===== src/hw/rtl/lphs_pkg.sv =====
// Shared widths, codes and command/status bundles for the linear probe hash set.
`timescale 1ns / 1ps
package lphs_pkg;

    localparam int DEF_SLOTS = 16;

    localparam int CMD_W    = 2;
    localparam int KEY_W    = 8;
    localparam int HOME_W   = 4;
    localparam int STATUS_W = 2;
    localparam int SLOT_W   = 4;
    localparam int TAG_W    = 2;

    // request commands
    localparam logic [CMD_W-1:0] CMD_INSERT = 2'd0;
    localparam logic [CMD_W-1:0] CMD_DELETE = 2'd1;
    localparam logic [CMD_W-1:0] CMD_LOOKUP = 2'd2;

    // slot tags
    localparam logic [TAG_W-1:0] TAG_EMPTY = 2'd0;
    localparam logic [TAG_W-1:0] TAG_USED  = 2'd1;
    localparam logic [TAG_W-1:0] TAG_TOMB  = 2'd2;

    // result status codes
    localparam logic [STATUS_W-1:0] ST_DONE     = 2'd0;
    localparam logic [STATUS_W-1:0] ST_PRESENT  = 2'd1;
    localparam logic [STATUS_W-1:0] ST_FULL     = 2'd2;
    localparam logic [STATUS_W-1:0] ST_NOTFOUND = 2'd3;

    // controller -> datapath
    typedef struct packed {
        logic clear;   // write one empty slot of the clearing pass
        logic load;    // take a request, read its home slot
        logic step;    // advance the probe one slot
        logic finish;  // resolve the probe, update the table, emit result
    } t_dp_cmd;

    // datapath -> controller
    typedef struct packed {
        logic clr_last;  // clearing pass is at the last slot
        logic stop;      // probe ends at the slot now held
    } t_dp_sts;

endpackage


===== src/hw/rtl/linear_probe_hash_set.sv =====
// Top level of the linear probe hash set: controller plus datapath.
`timescale 1ns / 1ps
// Hash set of byte keys, open addressing with linear probing and tombstones.
// Request channel: i_cmd (0 insert, 1 delete, 2 lookup), i_key, i_home_slot.
//   A beat is taken at a rising edge with start high and busy low.
// Result channel: o_status, o_found, o_slot, marked by o_valid for exactly
//   one cycle; the receiver cannot hold it off, so nothing ever stalls here.
// Probe walk: a request probes k slots (1..SLOTS); the result beat is
//   taken at the edge after the one that raises o_valid, and busy drops
//   at the same edge that raises o_valid.
//   One slot is examined per cycle through the single-port slot memory
//   (registered read); a request is taken only once the last has finished.
// Reset (i_rst_n low, synchronous): the controller runs a clearing pass
//   that marks every slot empty, one slot a cycle;
//   busy is high throughout and no request is taken.
// Insert of a new key reuses the first tombstone passed, else the empty slot
//   that ended the probe, else reports a full table. Delete leaves a tombstone.
// o_slot carries the low 4 bits of the slot index, 0 when there is none.
module linear_probe_hash_set
    import lphs_pkg::*;
#(
    parameter int SLOTS = DEF_SLOTS
) (
    input  logic                i_clk,
    input  logic                i_rst_n,
    input  logic                start,
    output logic                busy,
    input  logic [CMD_W-1:0]    i_cmd,
    input  logic [KEY_W-1:0]    i_key,
    input  logic [HOME_W-1:0]   i_home_slot,
    output logic                o_valid,
    output logic [STATUS_W-1:0] o_status,
    output logic                o_found,
    output logic [SLOT_W-1:0]   o_slot
);

    t_dp_cmd dp_cmd;
    t_dp_sts dp_sts;

    lphs_ctrl u_ctrl (
        .i_clk   (i_clk),
        .i_rst_n (i_rst_n),
        .start   (start),
        .busy    (busy),
        .i_sts   (dp_sts),
        .o_cmd   (dp_cmd)
    );

    lphs_dp #(
        .SLOTS (SLOTS)
    ) u_dp (
        .i_clk       (i_clk),
        .i_rst_n     (i_rst_n),
        .i_cmd       (dp_cmd),
        .o_sts       (dp_sts),
        .i_req_cmd   (i_cmd),
        .i_key       (i_key),
        .i_home_slot (i_home_slot),
        .o_valid     (o_valid),
        .o_status    (o_status),
        .o_found     (o_found),
        .o_slot      (o_slot)
    );

endmodule


===== src/hw/rtl/lphs_ctrl.sv =====
// Controller state machine: clearing pass, idle, probe walk.
`timescale 1ns / 1ps
module lphs_ctrl
    import lphs_pkg::*;
(
    input  logic    i_clk,
    input  logic    i_rst_n,
    input  logic    start,
    output logic    busy,
    input  t_dp_sts i_sts,
    output t_dp_cmd o_cmd
);

    typedef enum logic [2:0] {
        S_CLEAR = 3'b001,
        S_IDLE  = 3'b010,
        S_PROBE = 3'b100
    } t_state;

    t_state r_state;
    t_state n_state;

    always_comb begin
        n_state = r_state;
        o_cmd   = '0;
        unique case (r_state)
            S_CLEAR: begin
                o_cmd.clear = 1'b1;
                if (i_sts.clr_last) begin
                    n_state = S_IDLE;
                end
            end
            S_IDLE: begin
                if (start) begin
                    o_cmd.load = 1'b1;
                    n_state    = S_PROBE;
                end
            end
            S_PROBE: begin
                if (i_sts.stop) begin
                    o_cmd.finish = 1'b1;
                    n_state      = S_IDLE;
                end else begin
                    o_cmd.step = 1'b1;
                end
            end
            default: begin
                n_state = S_CLEAR;
            end
        endcase
    end

    always_ff @(posedge i_clk) begin
        if (!i_rst_n) begin
            r_state <= S_CLEAR;
        end else begin
            r_state <= n_state;
        end
    end

    assign busy = (r_state != S_IDLE);

endmodule


===== src/hw/rtl/lphs_dp.sv =====
// Datapath: slot memory, probe pointer and counter, result registers.
`timescale 1ns / 1ps
module lphs_dp
    import lphs_pkg::*;
#(
    parameter int SLOTS = DEF_SLOTS
) (
    input  logic                i_clk,
    input  logic                i_rst_n,
    input  t_dp_cmd             i_cmd,
    output t_dp_sts             o_sts,
    input  logic [CMD_W-1:0]    i_req_cmd,
    input  logic [KEY_W-1:0]    i_key,
    input  logic [HOME_W-1:0]   i_home_slot,
    output logic                o_valid,
    output logic [STATUS_W-1:0] o_status,
    output logic                o_found,
    output logic [SLOT_W-1:0]   o_slot
);

    localparam int IDX_W = (SLOTS > 1) ? $clog2(SLOTS) : 1;
    localparam int CNT_W = $clog2(SLOTS + 1);
    localparam int VW    = (CNT_W > HOME_W) ? CNT_W : HOME_W;
    localparam int ENT_W = TAG_W + KEY_W;

    // slot memory: {tag, key}
    logic [ENT_W-1:0] r_mem [SLOTS];

    logic [ENT_W-1:0] r_rd;
    logic [IDX_W-1:0] r_cur;
    logic [CNT_W-1:0] r_cnt;
    logic             r_tomb_vld;
    logic [IDX_W-1:0] r_tomb;
    logic [CMD_W-1:0] r_cmd;
    logic [KEY_W-1:0] r_key;

    logic                r_valid;
    logic [STATUS_W-1:0] r_status;
    logic                r_found;
    logic [SLOT_W-1:0]   r_slot;

    logic [VW-1:0]     home_mod;
    logic [IDX_W-1:0]  start_idx;
    logic [IDX_W-1:0]  next_idx;
    logic [IDX_W-1:0]  rd_addr;
    logic              rd_en;
    logic [TAG_W-1:0]  cur_tag;
    logic [KEY_W-1:0]  cur_key;
    logic              is_empty;
    logic              is_tomb;
    logic              is_hit;
    logic              tomb_any;
    logic [IDX_W-1:0]  tomb_idx;
    logic              wr_en;
    logic [IDX_W-1:0]  wr_addr;
    logic [ENT_W-1:0]  wr_data;
    logic [STATUS_W-1:0] n_status;
    logic                n_found;
    logic [IDX_W-1:0]    n_slot_idx;

    // home slot modulo SLOTS by up to 8 subtracts (home is only 4 bits); exact for SLOTS >= 2
    always_comb begin
        home_mod = VW'(i_home_slot);
        for (int k = 0; k < 8; k++) begin
            if (home_mod >= VW'(SLOTS)) begin
                home_mod = home_mod - VW'(SLOTS);
            end
        end
    end
    assign start_idx = IDX_W'(home_mod);

    assign next_idx = (r_cur == IDX_W'(SLOTS - 1)) ? '0 : r_cur + 1'b1;
    assign rd_addr  = i_cmd.load ? start_idx : next_idx;
    assign rd_en    = i_cmd.load | i_cmd.step;

    assign cur_tag  = r_rd[ENT_W-1 -: TAG_W];
    assign cur_key  = r_rd[KEY_W-1:0];
    assign is_empty = (cur_tag == TAG_EMPTY);
    assign is_tomb  = (cur_tag == TAG_TOMB);
    assign is_hit   = !is_empty && !is_tomb && (cur_key == r_key);

    assign tomb_any = r_tomb_vld | is_tomb;
    assign tomb_idx = r_tomb_vld ? r_tomb : r_cur;

    assign o_sts.stop     = is_hit | is_empty | (r_cnt == CNT_W'(SLOTS));
    assign o_sts.clr_last = (r_cur == IDX_W'(SLOTS - 1));

    // resolve the probe
    always_comb begin
        n_status   = ST_NOTFOUND;
        n_found    = 1'b0;
        n_slot_idx = '0;
        wr_en      = 1'b0;
        wr_addr    = r_cur;
        wr_data    = {TAG_EMPTY, {KEY_W{1'b0}}};
        if (i_cmd.clear) begin
            wr_en = 1'b1;
        end else if (i_cmd.finish) begin
            case (r_cmd)
                CMD_INSERT: begin
                    if (is_hit) begin
                        n_status   = ST_PRESENT;
                        n_found    = 1'b1;
                        n_slot_idx = r_cur;
                    end else if (tomb_any || is_empty) begin
                        wr_en      = 1'b1;
                        wr_addr    = tomb_any ? tomb_idx : r_cur;
                        wr_data    = {TAG_USED, r_key};
                        n_status   = ST_DONE;
                        n_slot_idx = wr_addr;
                    end else begin
                        n_status = ST_FULL;
                    end
                end
                CMD_DELETE: begin
                    if (is_hit) begin
                        wr_en      = 1'b1;
                        wr_data    = {TAG_TOMB, r_key};
                        n_status   = ST_DONE;
                        n_found    = 1'b1;
                        n_slot_idx = r_cur;
                    end
                end
                CMD_LOOKUP: begin
                    if (is_hit) begin
                        n_status   = ST_DONE;
                        n_found    = 1'b1;
                        n_slot_idx = r_cur;
                    end
                end
                default: begin
                    n_status = ST_NOTFOUND;
                end
            endcase
        end
    end

    // memory
    always_ff @(posedge i_clk) begin
        if (wr_en) begin
            r_mem[wr_addr] <= wr_data;
        end
        if (rd_en) begin
            r_rd <= r_mem[rd_addr];
        end
    end

    // probe control state
    always_ff @(posedge i_clk) begin
        if (!i_rst_n) begin
            r_cur      <= '0;
            r_cnt      <= '0;
            r_tomb_vld <= 1'b0;
            r_valid    <= 1'b0;
        end else begin
            r_valid <= i_cmd.finish;
            if (i_cmd.clear) begin
                r_cur <= next_idx;
            end else if (i_cmd.load) begin
                r_cur      <= start_idx;
                r_cnt      <= CNT_W'(1);
                r_tomb_vld <= 1'b0;
            end else if (i_cmd.step) begin
                r_cur <= next_idx;
                r_cnt <= r_cnt + 1'b1;
                if (is_tomb && !r_tomb_vld) begin
                    r_tomb_vld <= 1'b1;
                end
            end
        end
    end

    // payload
    always_ff @(posedge i_clk) begin
        if (i_cmd.load) begin
            r_cmd <= i_req_cmd;
            r_key <= i_key;
        end
        if (i_cmd.step && is_tomb && !r_tomb_vld) begin
            r_tomb <= r_cur;
        end
        if (i_cmd.finish) begin
            r_status <= n_status;
            r_found  <= n_found;
            r_slot   <= SLOT_W'(n_slot_idx);
        end
    end

    assign o_valid  = r_valid;
    assign o_status = r_status;
    assign o_found  = r_found;
    assign o_slot   = r_slot;

endmodule

===== config.mk =====
export PLATFORM = sky130hd
export DESIGN_NAME = linear_probe_hash_set
export DESIGN_NICKNAME = d
export VERILOG_FILES = /design/src/hw/rtl/lphs_pkg.sv /design/src/hw/rtl/linear_probe_hash_set.sv /design/src/hw/rtl/lphs_ctrl.sv /design/src/hw/rtl/lphs_dp.sv
export SDC_FILE = /design/constraint.sdc
export NUM_CORES = 1
export LEC_CHECK = 0
export BUFFER_PORTS_ARGS = -buffer_cell sky130_fd_sc_hd__buf_2
export CAP_MARGIN = 20
export CORE_ASPECT_RATIO = 1.1
export CORE_MARGIN = 2
export CORE_UTILIZATION = 40
export CTS_BUF_LIST = sky130_fd_sc_hd__clkbuf_4
export DETAILED_ROUTE_END_ITERATION = 7
export SLEW_MARGIN = 20
export SYNTH_ARGS = -nofsm -noshare
export SYNTH_HDL_FRONTEND = slang
export SYNTH_SLANG_ARGS = --single-unit

===== constraint.sdc =====
create_clock -name i_clk -period 3 [get_ports i_clk]
set_input_delay 0.15 -clock i_clk [delete_from_list [all_inputs] [get_ports i_clk]]
set_output_delay 0.15 -clock i_clk [all_outputs]
set_load 0.01 [all_outputs]

==> summary.txt <==
Floorplanning
  – Site Rows: 56
  – Num ports: 26
  – Die Y: 157.1 um
  – Initial Util: 0.4043
  – Die Width: 143.2 um
  – Die Footprint: 22,500 um2
  – Core Area: 21,090 um2

Critical path
  – CP max FO: 16
  – Worst r2r src: u_dp.r_key[7]
  – CP startpoint: u_dp.r_key[7]
  – Worst-case reg-to-reg path depth: 8
  – Crit path DAT: 3.04 ns
  – CP Class: reg2reg
  – CP required: 3.31 ns
  – Setup crit start kind: flip-flop
  – Worst setup EP type: flip-flop

Power
  – Max IR drop VDD: 387.8 uV
  – Leakage power: 0.003482 uW
  – Cell Pwr Density: 831.6 nW/um2

Synthesis
  – Mean post-synth cell area: 16.82 um2
  – Yosys warns: 0
  – #FFs+latches synth: 205
  – Register area share after synthesis: 0.7055
  – Syn nets: 530
  – Top_reg_cell synth: edfxtp_1
  – EDFF count, synth: 191
  – Syn Inst Count: 507
  – Synth unique cells: 58
  – Ys async rst share: 0
  – Syn Std Cell Area: 8527 um2

Clocking
  – Clock insertion delay at the later pin of the skew report: 0.64 ns
  – CTS clock-pin slew for the worst setup and hold paths: 0.07 ns
  – Post CTS Setup Buffer Count: 0
  – CTS tree: done
  – Bufs on Longest Clock Path: 3
  – H-tree levels: 2
  – Clock sink count: 205
  – Clock tree root driver cell: clkbuf_4
  – Num CTS Buffers: 48

STA
  – Period minus WS final: 2.727 ns
  – RSZ-0062 raised after global routing: false
  – Peak Freq: 366.7 MHz
  – Final setup viols: 0
  – Worst Clk Skew: 0.04577 ns
  – Final Cycle Share: 0.9090
  – Slew HR: 0.5344
  – Max Slew Vio Count: 0
  – Fin Setup TNS: 0 ns
  – Slew @ Worst Pin: 0.6848 ns
  – Final Hold Fails: 0
  – Min setup slack post-route: 0.2729 ns

Global routing
  – GRT Resource Usage Total: 0.1674
  – First-pass GRT wire length: 28.41 mm
  – Initial antenna violation count: 1
  – Vias in the first global route: 5,140
  – Grt total ovfl: 0
  – Largest net degree at the start of global routing: 35

Drt
  – Wire per inst: 19.52 um
  – Post-DRT Antenna Nets: 0
  – Vias per cell: 5.459
  – Via count: 5,121
  – Drc violations: 0
  – Iter 0 DRT Violations: 460
  – 1st-pass router iterations: 5
  – Total wire length: 18.31 mm

Cells and area
  – Final cell count without fillers: 938
  – Ratio of cells with drive above 1 in the final layout: 0.2906
  – Util after Layout: 0.4735
  – Final-stage net count: 634
  – Layout area overhead: 17.12%

Placement
  – Post-DP HPWL: 12.34 mm
  – Gpl congestion: 0.8855
  – Placed insts: 837
  – Port bufs: 25
  – Pre-CTS worst setup slack: 0.1818 ns

Worst hold path
  – Worst Min Path Start: i_home_slot[2]
  – Min-delay worst type: in2reg
  – Number of cells on the worst hold path: 4

Run status
  – Outcome: finished, final reports clean

Flow run
  – Number of max-cap violations: 0
metrics by stage:
stage / total power, uW / hold WS, ns / instance area, um2
after floorplan: 5382 / 0.2218 / 8527
after CTS: 8388 / 0.03563 / 9980
after global placement: 6065 / 0.3286 / 9206
final: 8305 / 0.06262 / 9987
after detailed placement: 6097 / 0.3284 / 9206
after global routing: 8740 / 0.05987 / 9987
cells in the final DEF (no fill, tap or decap), drive strengths merged, types with 13 or more instances in the layout:
| cell type | count |
|---|---|
| buf | 62 |
| mux2i | 13 |
| dlygate4sd3 | 14 |
| a21oi | 18 |
| clkbuf | 73 |
| dfxtp | 14 |
| nand2 | 19 |
| nor2 | 31 |
| edfxtp | 191 |
| mux4 | 34 |
sequential cells by signal, summed over array words and instances (netlist names):
register and flops:
u_dp.o_found 1, u_dp.o_status 2, u_dp.r_key 8, u_dp.r_cmd 2, u_dp.r_tomb_vld 1, u_dp.r_tomb 4, u_dp.r_cur 4, u_dp.r_rd 10
u_dp.r_mem 160, u_dp.o_slot 4, u_ctrl.r_state 3, u_dp.r_cnt 5, u_dp.o_valid 1
cell type report:
class                           instances  area (um2)
Sequential cell                       205        6016
Clock buffer                           73       548.0
Clock inverter                         13       85.08
Timing Repair Buffer                   76       555.5
Fill cell                            1792       11100
Inverter                               11       41.29
Tap cell                              290       362.8
Multi-Input combinational cell        269        2376
Antenna cell                            1       2.502
logic make-up (layout without fill, tap and decap cells):
group	after synthesis	after routing	synth area share
XOR/XNOR	11	11	0.01130
buffers and inverters	33	173	0.01790
multiplexers	54	54	0.1152
flip-flops	205	205	0.7055
AND/OR/NAND/NOR	117	117	0.07307
adder cells (fa/ha/maj)	6	6	0.008804
other	0	1	0
AO/OA/AOI/OAI	81	81	0.06824
path summary, 6_finish.rpt:
path	to	slack, ns
worst min-delay path	u_dp.r_cur[2]	0.06
worst min register to register	u_dp.r_cnt[3]	0.57
worst max register to register	u_dp.r_mem[8][7]	0.27
worst max-delay path	u_dp.r_mem[8][7]	0.27
worst max-delay path, cell delays in order, from the launching register on:
cell and delay [ns]:
edfxtp_1 0.42, xnor2_1 0.20, nand4_1 0.22, nor3_1 0.24
buf_4 0.24, mux2i_1 0.36, a22oi_1 0.27, nor2_1 0.18
buf_4 0.24
where the power goes:
| part | leakage (uW) | switching [uW] | internal [uW] |
|---|---|---|---|
| Clock | 0.000374 | 1060 | 1200 |
| Sequential | 0.00197 | 75.1 | 3410 |
| Combinational | 0.00114 | 1370 | 1190 |
layer usage:
| metal | up-vias | routed length, um | global-route usage |
|---|---|---|---|
| met4 | 0 | 338 | 0.06256 |
| met1 | 2611 | 7867 | 0.2160 |
| met2 | 188 | 9042 | 0.2796 |
| met5 | - | 0 | 0 |
| met3 | 32 | 1061 | 0.03559 |
| li1 | 2290 | - | - |
cell usage after synthesis (all sizes together) (3+ instances only):
cell | count | area [um2]
edfxtp | 191 | 5736
mux4 | 34 | 765.7
nor2 | 31 | 116.4
nand2 | 19 | 71.32
a21oi | 18 | 90.09
dfxtp | 14 | 280.3
mux2i | 13 | 133.9
a22o | 12 | 105.1
clkbuf | 12 | 45.04
inv | 11 | 41.29
and2 | 10 | 62.56
buf | 10 | 66.31
o21ai | 10 | 50.05
nand3 | 9 | 45.04
xnor2 | 9 | 78.83
a221o | 8 | 80.08
mux2 | 7 | 82.57
ha | 6 | 75.07
nor3b | 6 | 45.04
nor4 | 6 | 37.54
nand2b | 5 | 31.28
nor2b | 5 | 31.28
nor3 | 5 | 25.02
o22ai | 4 | 25.02
o31ai | 4 | 30.03
a2111oi | 3 | 26.28
a22oi | 3 | 22.52
a31oi | 3 | 18.77
a32oi | 3 | 26.28
and3 | 3 | 18.77
nand4 | 3 | 18.77
or2 | 3 | 18.77
or3 | 3 | 18.77
repair_timing:
action,CTS,global route
endpoints found under the hold margin,24,0
setup endpoints to repair,0,17
resized for setup,0,1
hold buffers,14,0
Power figures use the tool's default switching activity.
